## config.mk

```make
export PLATFORM = sky130hd
export DESIGN_NAME = qce_alu
export DESIGN_NICKNAME = d
export VERILOG_FILES = /design/src/hw/rtl/qce_pkg.sv /design/src/hw/rtl/qce_alu.sv
export VERILOG_INCLUDE_DIRS = /design/src /design/src/hw/rtl
export SDC_FILE = /design/constraint.sdc
export NUM_CORES = 1
export LEC_CHECK = 0
export ABC_AREA = 1
export ABC_CLOCK_PERIOD_IN_PS = 7500
export BUFFER_PORTS_ARGS = -buffer_cell sky130_fd_sc_hd__buf_2
export CAP_MARGIN = 15
export CELL_PAD_IN_SITES_DETAIL_PLACEMENT = 1
export CELL_PAD_IN_SITES_GLOBAL_PLACEMENT = 1
export CORE_UTILIZATION = 48
export CTS_BUF_LIST = sky130_fd_sc_hd__clkbuf_4
export CTS_CLUSTER_DIAMETER = 40
export DETAILED_ROUTE_END_ITERATION = 6
export PLACE_DENSITY_LB_ADDON = 0.1
export REMOVE_ABC_BUFFERS = 1
export SLEW_MARGIN = 20
export SYNTH_ARGS = -nofsm -noshare
export SYNTH_HDL_FRONTEND = slang
export SYNTH_SLANG_ARGS = --single-unit
```

## constraint.sdc

```tcl
create_clock -name clock -period 7.5 [get_ports clock]
set_input_delay 0.75 -clock clock [delete_from_list [all_inputs] [get_ports clock]]
set_output_delay 0.75 -clock clock [all_outputs]
set_load 0.05 [all_outputs]
```

## src/hw/rtl/quad_code_executor_top_defines.svh

```systemverilog
// Assertion macros shared by the quad code executor RTL.
// Depends on nothing; included by the modules that carry assertions.
`ifndef QUAD_CODE_EXECUTOR_TOP_DEFINES_SVH
`define QUAD_CODE_EXECUTOR_TOP_DEFINES_SVH

// Asserts that an implication holds at every clock edge outside reset.
`define QCE_ASSERT_IMP(label, clk, rst, ante, cons) \
   label: assert property (@(posedge clk) disable iff (rst) (ante) |-> (cons)) \
      else $error("assertion failed");

// Asserts that an implication holds in the cycle after the antecedent, outside reset.
`define QCE_ASSERT_NEXT(label, clk, rst, ante, cons) \
   label: assert property (@(posedge clk) disable iff (rst) (ante) |=> (cons)) \
      else $error("assertion failed");

`endif

```

## src/hw/rtl/qce_pkg.sv

```systemverilog
// Package of the quad code executor: widths, codes and shared types.
// Depends on nothing.
`default_nettype none
package qce_pkg;
   localparam int VariableCount  = 64;
   localparam int TemporaryCount = 64;
   localparam int ProgramDepth   = 1024;
   localparam int RegIdxW = 6;
   localparam int PcW     = 11;
   localparam int ValW    = 64;

   localparam logic [3:0] MODE_MOV  = 4'd0;
   localparam logic [3:0] MODE_ADD  = 4'd1;
   localparam logic [3:0] MODE_SUB  = 4'd2;
   localparam logic [3:0] MODE_MUL  = 4'd3;
   localparam logic [3:0] MODE_DIV  = 4'd4;
   localparam logic [3:0] MODE_JEQ  = 4'd5;
   localparam logic [3:0] MODE_JNEQ = 4'd6;
   localparam logic [3:0] MODE_JGT  = 4'd7;
   localparam logic [3:0] MODE_JGTE = 4'd8;
   localparam logic [3:0] MODE_JLT  = 4'd9;
   localparam logic [3:0] MODE_JLTE = 4'd10;
   localparam logic [3:0] MODE_J    = 4'd11;

   localparam logic [1:0] KIND_VAR = 2'd0;
   localparam logic [1:0] KIND_TMP = 2'd1;

   localparam logic [2:0] ST_OK     = 3'd0;
   localparam logic [2:0] ST_LIT    = 3'd1;
   localparam logic [2:0] ST_DIVZ   = 3'd2;
   localparam logic [2:0] ST_OVF    = 3'd3;
   localparam logic [2:0] ST_HALTED = 3'd4;

   localparam logic [63:0] POS_MAX = 64'h7FFF_FFFF_FFFF_FFFF;
   localparam logic [63:0] NEG_MIN = 64'h8000_0000_0000_0000;

   // Operation requested of the shared arithmetic unit.
   typedef enum logic [1:0] {
      ALU_MUL = 2'd0,
      ALU_DIV = 2'd1
   } alu_op_type;

   typedef struct packed {
      logic       start;
      alu_op_type op;
   } alu_cmd_type;

   typedef struct packed {
      logic done;
      logic busy;
      logic ovf;
   } alu_stat_type;
endpackage
`default_nettype wire

```

## src/hw/rtl/qce_alu.sv

```systemverilog
// Shared sequential multiply/divide unit on Q32.32 magnitudes.
// Depends on qce_pkg and the assertion macros header.
`default_nettype none
`include "quad_code_executor_top_defines.svh"
module qce_alu import qce_pkg::*; (
   input  wire logic         clock,
   input  wire logic         reset,
   input  wire alu_cmd_type  cmd,
   input  wire logic [63:0]  mag_a,
   input  wire logic [63:0]  mag_b,
   output alu_stat_type      stat,
   output logic [63:0]       mag_q
);
   // Multiply: shift-add over 64 multiplier bits into a 128-bit accumulator.
   // Divide: restoring division over 96 dividend bits, one bit a cycle.
   logic [6:0]   cnt_ff, cnt_in;
   logic         busy_ff, busy_in;
   alu_op_type   op_ff, op_in;
   logic [127:0] acc_ff, acc_in;
   logic [63:0]  b_ff, b_in;
   logic [95:0]  dvd_ff, dvd_in;
   logic [64:0]  rem_ff, rem_in;
   logic         ovf_ff, ovf_in;
   logic         done_ff, done_in;
   logic [64:0]  rem_sh, rem_sub;
   logic [6:0]   last_cnt;

   always_comb begin
      cnt_in  = cnt_ff;
      busy_in = busy_ff;
      op_in   = op_ff;
      acc_in  = acc_ff;
      b_in    = b_ff;
      dvd_in  = dvd_ff;
      rem_in  = rem_ff;
      ovf_in  = ovf_ff;
      done_in = 1'b0;
      rem_sh  = {rem_ff[63:0], dvd_ff[95]};
      rem_sub = rem_sh - {1'b0, b_ff};
      last_cnt = (op_ff == ALU_MUL) ? 7'd63 : 7'd95;
      if (cmd.start && !busy_ff) begin
         busy_in = 1'b1;
         op_in   = cmd.op;
         cnt_in  = '0;
         acc_in  = '0;
         b_in    = mag_b;
         dvd_in  = {mag_a, 32'd0};
         rem_in  = '0;
         ovf_in  = 1'b0;
      end else if (busy_ff) begin
         if (op_ff == ALU_MUL) begin
            // Multiplier bits are consumed most significant first.
            acc_in = {acc_ff[126:0], 1'b0} + (dvd_ff[95] ? {64'd0, b_ff} : 128'd0);
            dvd_in = {dvd_ff[94:0], 1'b0};
         end else begin
            if (acc_ff[63]) ovf_in = 1'b1;
            dvd_in = {dvd_ff[94:0], 1'b0};
            if (!rem_sub[64]) begin
               rem_in = rem_sub;
               acc_in = {64'd0, acc_ff[62:0], 1'b1};
            end else begin
               rem_in = rem_sh;
               acc_in = {64'd0, acc_ff[62:0], 1'b0};
            end
         end
         cnt_in = cnt_ff + 7'd1;
         if (cnt_ff == last_cnt) begin
            busy_in = 1'b0;
            done_in = 1'b1;
         end
      end
   end

   always_ff @(posedge clock) begin
      if (reset) begin
         busy_ff <= 1'b0;
         done_ff <= 1'b0;
      end else begin
         busy_ff <= busy_in;
         done_ff <= done_in;
      end
      cnt_ff <= cnt_in;
      op_ff  <= op_in;
      acc_ff <= acc_in;
      b_ff   <= b_in;
      dvd_ff <= dvd_in;
      rem_ff <= rem_in;
      ovf_ff <= ovf_in;
   end

   // For multiply the Q32.32 product keeps bits 95:32; anything above overflows.
   always_comb begin
      stat.done = done_ff;
      stat.busy = busy_ff;
      if (op_ff == ALU_MUL) begin
         mag_q    = acc_ff[95:32];
         stat.ovf = acc_ff[127:96] != 32'd0;
      end else begin
         mag_q    = acc_ff[63:0];
         stat.ovf = ovf_ff;
      end
   end

   `QCE_ASSERT_NEXT(a_start_busy, clock, reset, cmd.start && !busy_ff, busy_ff)
   `QCE_ASSERT_IMP(a_done_idle, clock, reset, done_ff, !busy_ff)
   `QCE_ASSERT_IMP(a_cnt_range, clock, reset, busy_ff, cnt_ff <= 7'd95)
endmodule
`default_nettype wire

```

==> impl_metrics.prom, run 1 <==
# TYPE chip_impl_metric gauge
chip_impl_metric{name="drv_slew",unit=""} 0
chip_impl_metric{name="clkLatencyLatePin",unit="ns"} 0.97
chip_impl_metric{name="maxSlewHeadroom",unit=""} 0.262
chip_impl_metric{name="postCtsSetupRepairBufs",unit=""} 0
chip_impl_metric{name="post-layout-total-power",unit="W"} 0.00498
chip_impl_info{name="setup.worst_path.class",value="flip-flop to output port"} 1
chip_impl_metric{name="synth-adder-area-share",unit=""} 0.0579
chip_impl_info{name="cts_tree",value="yes"} 1
chip_impl_metric{name="global_route.overflow_total",unit=""} 0
chip_impl_metric{name="floorplan.core_area",unit="µm²"} 58900
chip_impl_metric{name="ys_ff_latch",unit=""} 332
chip_impl_metric{name="die_y",unit="µm"} 246
chip_impl_metric{name="finalHoldWorstSlack",unit="ns"} 0.0180
chip_impl_metric{name="floorplan.initialDensity",unit=""} 0.485
chip_impl_info{name="postSynth.topFlopCell",value="dfxtp_1"} 1
chip_impl_metric{name="grt_pass1_vias",unit=""} 34500
chip_impl_info{name="synthTopCellsByArea",value="nand2_1 23%, dfxtp_1 14%, edfxtp_1 14%"} 1
chip_impl_metric{name="stdcell_area",unit="µm²"} 32000
chip_impl_metric{name="globalplace.congestion",unit=""} 1.06
chip_impl_metric{name="worst_slew_pin_slew",unit="ns"} 1.10
chip_impl_info{name="cpMaxStageDelayCell",value="nor2_4"} 1
chip_impl_metric{name="syn_area",unit="µm²"} 28600
chip_impl_info{name="outcome",value="complete, no violations"} 1
chip_impl_metric{name="drive_gt1_frac",unit=""} 0.0908
chip_impl_metric{name="cts_bufs_inserted",unit=""} 102
chip_impl_metric{name="synth-async-reset-ratio",unit=""} 0
chip_impl_metric{name="hold_viol",unit=""} 0
chip_impl_info{name="rsz0062_at_grt",value="no"} 1
chip_impl_metric{name="fraction_of_post_synthesis_cell_area_in_the_top_cell_type_by_area",unit=""} 0.232
chip_impl_info{name="synth_top_area_cell",value="nand2_1"} 1
chip_impl_metric{name="postSynthCellCount",unit=""} 4843
chip_impl_metric{name="postLayoutCoreUtil",unit=""} 0.543
chip_impl_metric{name="drc",unit=""} 0
chip_impl_metric{name="synthToLayoutAreaGrowth",unit="%"} 11.9
chip_impl_metric{name="finalSetupViolCount",unit=""} 0
chip_impl_metric{name="worstPathMaxFanout",unit=""} 40
chip_impl_info{name="layout_commonest_cell",value="nand2_1"} 1
chip_impl_metric{name="detailroute.via_count",unit=""} 34300
chip_impl_metric{name="worstPathRequired",unit="ns"} 6.75
chip_impl_metric{name="largest_net_degree_at_the_start_of_global_routing",unit=""} 187
chip_impl_metric{name="path_clk_slew",unit="ns"} 0.08
chip_impl_metric{name="number_of_enable_type_register_cells_in_the_synthesized_netlist",unit=""} 130
chip_impl_metric{name="place.port_buffers",unit=""} 199
chip_impl_metric{name="synth_mux_area_frac",unit=""} 0
chip_impl_metric{name="power_leakage",unit="nW"} 15.9
chip_impl_info{name="setup.worst_path.start_class",value="flip-flop"} 1
chip_impl_metric{name="grt_first_pass_wirelength",unit="mm"} 206
chip_impl_metric{name="maxCapViolCount",unit=""} 0
chip_impl_metric{name="detail_route_antenna_nets",unit=""} 0
chip_impl_metric{name="cp_data_arrival_time",unit="ns"} 3.60
chip_impl_metric{name="yosys.area_share.simple",unit=""} 0.396
chip_impl_metric{name="detailed_place_hpwl",unit="mm"} 104
chip_impl_metric{name="drt_pass1_iterations",unit=""} 5
chip_impl_metric{name="cts_buffer_depth",unit=""} 3
chip_impl_metric{name="synth_seq_area_share",unit=""} 0.278
chip_impl_info{name="end_kind",value="output port"} 1
chip_impl_metric{name="nets_finish",unit=""} 5347
chip_impl_metric{name="route.final.wire_length",unit="mm"} 139
chip_impl_metric{name="critical_path_s_largest_stage_delay",unit="ns"} 0.61
chip_impl_metric{name="ctsHtreeMaxLevel",unit=""} 3
chip_impl_metric{name="maxClockFrequency",unit="MHz"} 230
chip_impl_metric{name="holdBufCountCts",unit=""} 44
chip_impl_metric{name="final.setup_skew",unit="ns"} 0.0913
chip_impl_info{name="hold_class",value="primary input to flip-flop"} 1
chip_impl_metric{name="detailedRoute.firstIterationViolations",unit=""} 3046
chip_impl_metric{name="synthesis.yosys.warnings",unit=""} 0
chip_impl_metric{name="antenna_found_initial",unit=""} 10
chip_impl_metric{name="syn_avg_cell_area",unit="µm²"} 5.90
chip_impl_metric{name="yosys.area_share.xor_xnor",unit=""} 0.0267
chip_impl_metric{name="vdd_drop_max",unit="mV"} 0.245
chip_impl_info{name="ctsRootBufferMaster",value="clkbuf_4"} 1
chip_impl_info{name="most_frequent_cells_in_the_layout",value="1762 x nand2_1, 873 x inv_1, 393 x nor2_1"} 1
chip_impl_metric{name="clkSinkCount",unit=""} 332
chip_impl_metric{name="grt.total_usage",unit=""} 0.454
chip_impl_info{name="crit_path_cell_trace",value="nor2_4, buf_4, nand4_1, nor4_1, a21oi_1, buf_2"} 1
chip_impl_metric{name="yosysUniqueCellTypes",unit=""} 47
chip_impl_metric{name="via_per_instance_ratio",unit=""} 5.76
chip_impl_metric{name="minimum_clock_period_after_layout",unit="ns"} 4.35
chip_impl_metric{name="wire_per_inst",unit="µm"} 23.4
chip_impl_metric{name="postCtsResizedCells",unit=""} 0
chip_impl_metric{name="row_count",unit=""} 89
chip_impl_metric{name="compound_gate_portion_of_the_synthesized_area",unit=""} 0.105
chip_impl_metric{name="min_period_over_period",unit=""} 0.581
chip_impl_metric{name="dpl-instance-area",unit="µm²"} 30200
chip_impl_metric{name="num_io_pins",unit=""} 200
chip_impl_metric{name="dieArea",unit="µm²"} 60500
chip_impl_metric{name="die_width",unit="µm"} 246
chip_impl_info{name="synth_top_family_by_area",value="simple AND/OR/NAND/NOR gates"} 1
chip_impl_metric{name="p_per_area",unit="nW/µm²"} 156
cell usage after synthesis, types with 17 or more instances:
cell type	n
o21bai_1	46
nand3_1	344
a21oi_1	237
o22ai_1	31
clkbuf_1	99
nand3b_1	33
inv_1	875
nor3_1	59
xnor2_1	83
edfxtp_1	130
nor4_1	20
nand4_1	65
nand2_1	1762
inv_2	27
dfxtp_1	202
ha_1	129
nor2_1	398
nand2_2	17
o221ai_1	32
o21ai_0	167
sequential cells by signal (all words and copies together) (netlist names):
register,cells
ovf_ff,1
dvd_ff,64
busy_ff,1
rem_ff,64
op_ff,2
cnt_ff,7
done_ff,1
acc_ff,128
b_ff,64
through the flow:
| step | instances | worst slack (ns) | TNS (ns) |
|---|---|---|---|
| global route | 5949 | 2.97 | 0 |
| finish | 5949 | 3.15 | 0 |
| detailed placement | 5708 | 3.45 | 0 |
| floorplan | 4722 | -4.78 | -679.38 |
| CTS | 5939 | 3.21 | 0 |
| global placement | 5708 | 3.57 | 0 |
area by class of cell:
class / instances / area, µm²
antenna: 10 / 25.0
clock buffer: 148 / 1110
tap: 773 / 967
clock inverter: 39 / 209
fill: 8627 / 26900
timing repair buffer: 257 / 1550
multi-input combinational: 3484 / 16800
inverter: 906 / 3410
sequential: 332 / 7950
cell families after synthesis:
family	count (synthesis)
fa+ha+maj	131
compound gates	532
flops	332
xor+xnor	87
simple gates	2734
buf+inv	1027
worst max-delay path, delay by kind of cell (launching register included):
family / cells / cell delay (ns)
DFF: 1 / 0.42
and+or+nand+nor: 3 / 1.39
AOI/OAI and AO/OA: 1 / 0.08
buffers and inverters: 2 / 0.79
final timing paths:
check | startpoint | end | slack, ns | cells after the start
min reg2reg | ovf_ff | ovf_ff | 0.46 | 2
max reg2reg | dvd_ff[95] | rem_ff[26] | 3.20 | 19
min | mag_b[35] | b_ff[35] | 0.02 | 1
max | op_ff[0] | stat[0] | 3.15 | 6
power breakdown:
group,leakage (nW),total [W],internal [W],switching [W]
clock network,0.799,0.00195,0.000922,0.00103
logic,12.2,0.000956,0.000263,0.000693
registers,2.92,0.00207,0.00199,0.0000802
layer usage:
metal / vias to the layer above / routed length (µm) / track usage
met5: - / 13 / 0
met4: 2 / 10400 / 0.305
met3: 468 / 11800 / 0.0876
met2: 1710 / 62900 / 0.730
met1: 16400 / 54200 / 0.547
li1: 15700 / - / -
(Power assumes the default switching activity.)
==> run 2, diff against run 1 <==
--- a/config.mk
+++ b/config.mk
@@ -6,13 +6,13 @@
 export SDC_FILE = /design/constraint.sdc
 export NUM_CORES = 1
 export LEC_CHECK = 0
-export ABC_AREA = 1
-export ABC_CLOCK_PERIOD_IN_PS = 7500
+export ABC_AREA = 0
+export ABC_CLOCK_PERIOD_IN_PS = 4300
 export BUFFER_PORTS_ARGS = -buffer_cell sky130_fd_sc_hd__buf_2
 export CAP_MARGIN = 15
 export CELL_PAD_IN_SITES_DETAIL_PLACEMENT = 1
 export CELL_PAD_IN_SITES_GLOBAL_PLACEMENT = 1
-export CORE_UTILIZATION = 48
+export CORE_UTILIZATION = 47
 export CTS_BUF_LIST = sky130_fd_sc_hd__clkbuf_4
 export CTS_CLUSTER_DIAMETER = 40
 export DETAILED_ROUTE_END_ITERATION = 6
==> constraint.sdc (replaced) <==
create_clock -name clock -period 4.3 [get_ports clock]
set_input_delay 0.43 -clock clock [delete_from_list [all_inputs] [get_ports clock]]
set_output_delay 0.43 -clock clock [all_outputs]
set_load 0.05 [all_outputs]
==> run 2 against run 1 <==
Net effect: largest cell class unchanged; combinational power rose to 3.0 times the previous value; first-iteration DRC count fell by 43%; wire length fell by 37%.
==> impl_metrics.prom, run 2 <==
# TYPE chip_impl_metric gauge
chip_impl_metric{name="largest_net_degree_at_the_start_of_global_routing",unit=""} 135
chip_impl_metric{name="finalSetupViolCount",unit=""} 0
chip_impl_metric{name="wire_per_inst",unit="µm"} 23.0
chip_impl_metric{name="maxClockFrequency",unit="MHz"} 234
chip_impl_metric{name="die_y",unit="µm"} 221
chip_impl_metric{name="worstPathRequired",unit="ns"} 5.00
chip_impl_info{name="cp_top_family",value="compound AO/OA/AOI/OAI gates"} 1
chip_impl_metric{name="power_leakage",unit="nW"} 11.7
chip_impl_metric{name="synth-async-reset-ratio",unit=""} 0
chip_impl_info{name="layout_commonest_cell",value="nand2_1"} 1
chip_impl_metric{name="largest_reg_flops",unit=""} 128
chip_impl_metric{name="grt.total_usage",unit=""} 0.352
chip_impl_info{name="synth_top_area_cell",value="dfxtp_1"} 1
chip_impl_metric{name="cp_data_arrival_time",unit="ns"} 4.97
chip_impl_metric{name="synthToLayoutAreaGrowth",unit="%"} 18.2
chip_impl_metric{name="nets_finish",unit=""} 3398
chip_impl_metric{name="syn_area",unit="µm²"} 22600
chip_impl_metric{name="antenna_found_initial",unit=""} 2
chip_impl_info{name="largest_register",value="acc_ff"} 1
chip_impl_metric{name="minimum_clock_period_after_layout",unit="ns"} 4.27
chip_impl_metric{name="worst-r2r-setup-slack",unit="ns"} 0.03
chip_impl_info{name="crit_path_cell_trace",value="inv_1, ha_1, a21o_1, a21o_1, a21oi_1, o21bai_1, a222oi_1, a22oi_1, a211oi_4, xnor2_4, buf_4, nor2_2, a22oi_1, o22ai_1"} 1
chip_impl_metric{name="row_count",unit=""} 79
chip_impl_info{name="most_frequent_cells_in_the_layout",value="575 x nand2_1, 237 x o21ai_0, 201 x dfxtp_1"} 1
chip_impl_info{name="hold_class",value="primary input to flip-flop"} 1
chip_impl_info{name="yosysMostFrequentCell",value="nand2_1"} 1
chip_impl_metric{name="synth_seq_area_share",unit=""} 0.352
chip_impl_metric{name="critical_path_s_largest_stage_delay",unit="ns"} 0.55
chip_impl_metric{name="globalplace.congestion",unit=""} 0.944
chip_impl_metric{name="global_route.overflow_total",unit=""} 0
chip_impl_metric{name="yosysUniqueCellTypes",unit=""} 80
chip_impl_metric{name="worstPathMaxFanout",unit=""} 18
chip_impl_metric{name="worst_slew_pin_slew",unit="ns"} 1.13
chip_impl_info{name="r2r_end",value="rem_ff[54]"} 1
chip_impl_metric{name="cts_bufs_inserted",unit=""} 99
chip_impl_metric{name="grt_pass1_vias",unit=""} 24200
chip_impl_metric{name="postSynthCellCount",unit=""} 2846
chip_impl_metric{name="cts_buffer_depth",unit=""} 3
chip_impl_info{name="setup.worst_path.start_class",value="flip-flop"} 1
chip_impl_metric{name="via_per_instance_ratio",unit=""} 6.07
chip_impl_metric{name="ctsHtreeMaxLevel",unit=""} 3
chip_impl_info{name="synthTopCellsByArea",value="dfxtp_1 18%, edfxtp_1 17%, nand2_1 9.6%"} 1
chip_impl_metric{name="drv_slew",unit=""} 0
chip_impl_metric{name="number_of_enable_type_register_cells_in_the_synthesized_netlist",unit=""} 130
chip_impl_info{name="worst_r2r_startpoint",value="b_ff[41]"} 1
chip_impl_metric{name="die_width",unit="µm"} 221
chip_impl_metric{name="worst-r2r-cell-count",unit=""} 14
chip_impl_metric{name="drive_gt1_frac",unit=""} 0.142
chip_impl_metric{name="clkLatencyLatePin",unit="ns"} 0.89
chip_impl_info{name="cpMaxStageDelayCell",value="a222oi_1"} 1
chip_impl_metric{name="dpl-instance-area",unit="µm²"} 24000
chip_impl_metric{name="stdcell_area",unit="µm²"} 26700
chip_impl_metric{name="route.final.wire_length",unit="mm"} 88.0
chip_impl_metric{name="hold_viol",unit=""} 0
chip_impl_metric{name="synthesis.yosys.warnings",unit=""} 0
chip_impl_info{name="postSynth.topFlopCell",value="dfxtp_1"} 1
chip_impl_metric{name="grt_first_pass_wirelength",unit="mm"} 137
chip_impl_info{name="start_point_of_the_worst_min_delay_path",value="mag_b[63]"} 1
chip_impl_metric{name="detailed_place_hpwl",unit="mm"} 58.6
chip_impl_metric{name="drt_pass1_iterations",unit=""} 5
chip_impl_metric{name="post-layout-total-power",unit="W"} 0.00990
chip_impl_metric{name="postLayoutCoreUtil",unit=""} 0.568
chip_impl_metric{name="path_clk_slew",unit="ns"} 0.07
chip_impl_metric{name="min_period_over_period",unit=""} 0.994
chip_impl_info{name="ctsRootBufferMaster",value="clkbuf_4"} 1
chip_impl_metric{name="num_io_pins",unit=""} 200
chip_impl_metric{name="maxSlewHeadroom",unit=""} 0.245
chip_impl_metric{name="ys_ff_latch",unit=""} 332
chip_impl_metric{name="detail_route_antenna_nets",unit=""} 0
chip_impl_metric{name="syn_avg_cell_area",unit="µm²"} 7.93
chip_impl_metric{name="floorplan.core_area",unit="µm²"} 47000
chip_impl_metric{name="floorplan.initialDensity",unit=""} 0.481
chip_impl_metric{name="place.port_buffers",unit=""} 199
chip_impl_info{name="outcome",value="complete, no violations"} 1
chip_impl_info{name="end_kind",value="flip-flop"} 1
chip_impl_info{name="worst_hold_path.endpoint",value="b_ff[63]"} 1
chip_impl_metric{name="final_cells",unit=""} 3821
chip_impl_metric{name="drc",unit=""} 0
chip_impl_metric{name="detailedRoute.firstIterationViolations",unit=""} 1721
chip_impl_metric{name="hold_depth",unit=""} 2
chip_impl_metric{name="vdd_drop_max",unit="mV"} 0.324
chip_impl_metric{name="detailroute.via_count",unit=""} 23200
chip_impl_metric{name="maxCapViolCount",unit=""} 0
chip_impl_metric{name="p_per_area",unit="nW/µm²"} 371
chip_impl_info{name="synth_top_cells_by_count",value="576 x nand2_1, 237 x o21ai_0, 202 x dfxtp_1, 188 x a21oi_1, 166 x nor2_1"} 1
chip_impl_metric{name="num-fill-cells",unit=""} 5800
chip_impl_info{name="setup.worst_path.class",value="flip-flop to flip-flop"} 1
chip_impl_metric{name="ff_latch_area",unit="µm²"} 7950
chip_impl_info{name="cts_tree",value="yes"} 1
chip_impl_metric{name="clkSinkCount",unit=""} 332
chip_impl_metric{name="setup-tns-final",unit="ns"} 0
chip_impl_metric{name="multi_input_comb_area",unit="µm²"} 13600
chip_impl_metric{name="final.setup_skew",unit="ns"} 0.0519
chip_impl_metric{name="worstPathBufferInverterCount",unit=""} 2
chip_impl_metric{name="fraction_of_post_synthesis_cell_area_in_the_top_cell_type_by_area",unit=""} 0.179
chip_impl_metric{name="dieArea",unit="µm²"} 48900
chip_impl_metric{name="inst_count_dp",unit=""} 3507
==> run 2: changes by cell type in the layout (fill, tap and decap cells not counted), moves of 50 or more <==
| cell | delta |
|---|---|
| o21ai_0 | +70 |
| dlygate4sd3_1 | +88 |
| nor2_1 | -229 |
| a21o_1 | +106 |
| xor2_1 | +68 |
| a21oi_1 | -50 |
| inv_1 | -770 |
| mux2i_1 | +51 |
| nand3_1 | -272 |
| nand2_1 | -1187 |
==> run 2: repair_timing <==
| item | CTS | global route |
|---|---|---|
| endpoints found under the setup margin | 0 | 117 |
| resized for setup | 0 | 17 |
| hold endpoints to repair | 141 | 0 |
| hold buffers | 132 | 0 |
| setup buffers | 0 | 1 |
==> run 2: how the worst max path moves through the flow <==
stage,startpoint,end,cells past startpoint
after floorplan,busy_ff,dvd_ff[32],2
after global placement,dvd_ff[95],rem_ff[46],15
after detailed placement,dvd_ff[95],rem_ff[56],15
after CTS,dvd_ff[95],rem_ff[54],15
after global routing,b_ff[33],rem_ff[46],14
final,b_ff[41],rem_ff[54],14
==> run 2: cell type report <==
class / count / area share
clock inverter: 21 / 0.00356
tap: 607 / 0.0285
timing repair buffer: 371 / 0.101
sequential: 332 / 0.298
antenna: 3 / 0.000281
inverter: 106 / 0.0152
multi-input combinational: 2224 / 0.510
clock buffer: 157 / 0.0442
==> run 2: stage by stage <==
| step | worst slack, ns | hold WS [ns] |
|---|---|---|
| after floorplan | -3.85 | 0.427 |
| after global placement | 0.140 | 0.449 |
| after detailed placement | 0.0835 | 0.464 |
| final | 0.0269 | 0.248 |
| after global routing | -0.0332 | 0.208 |
| after CTS | 0.0547 | 0.195 |
==> run 2: worst reg2reg max path: stages, from the launching register on <==
cell	delay, ns
edfxtp_1	0.40
inv_1	0.16
ha_1	0.35
a21o_1	0.25
a21o_1	0.19
a21oi_1	0.27
o21bai_1	0.14
a222oi_1	0.55
a22oi_1	0.35
a211oi_4	0.42
xnor2_4	0.18
buf_4	0.36
nor2_2	0.18
a22oi_1	0.21
o22ai_1	0.10
==> run 2: kinds of logic (layout without fill, tap and decap cells) <==
logic type	Yosys count	count (layout)	synth area share
xor+xnor	176	176	0.0686
fa+ha+maj	131	131	0.0733
mux	52	52	0.0231
other cells	0	3	0
flops	332	332	0.352
compound gates	785	785	0.218
simple gates	1080	1080	0.214
buf+inv	290	655	0.0518
==> run 2: routing by layer <==
metal,up-vias,routed length (µm),track usage
met2,817,42400,0.599
met4,0,2740,0.124
met3,185,4900,0.0582
met1,11500,38000,0.450
li1,10700,-,-
met5,-,0,0
==> run 2: power breakdown <==
| group | switching [W] | internal, W | leakage [nW] |
|---|---|---|---|
| sequential | 0.000228 | 0.00356 | 2.93 |
| combinational | 0.00186 | 0.00104 | 8.02 |
| clock | 0.00157 | 0.00165 | 0.770 |
| total | 0.00365 | 0.00625 | 11.7 |
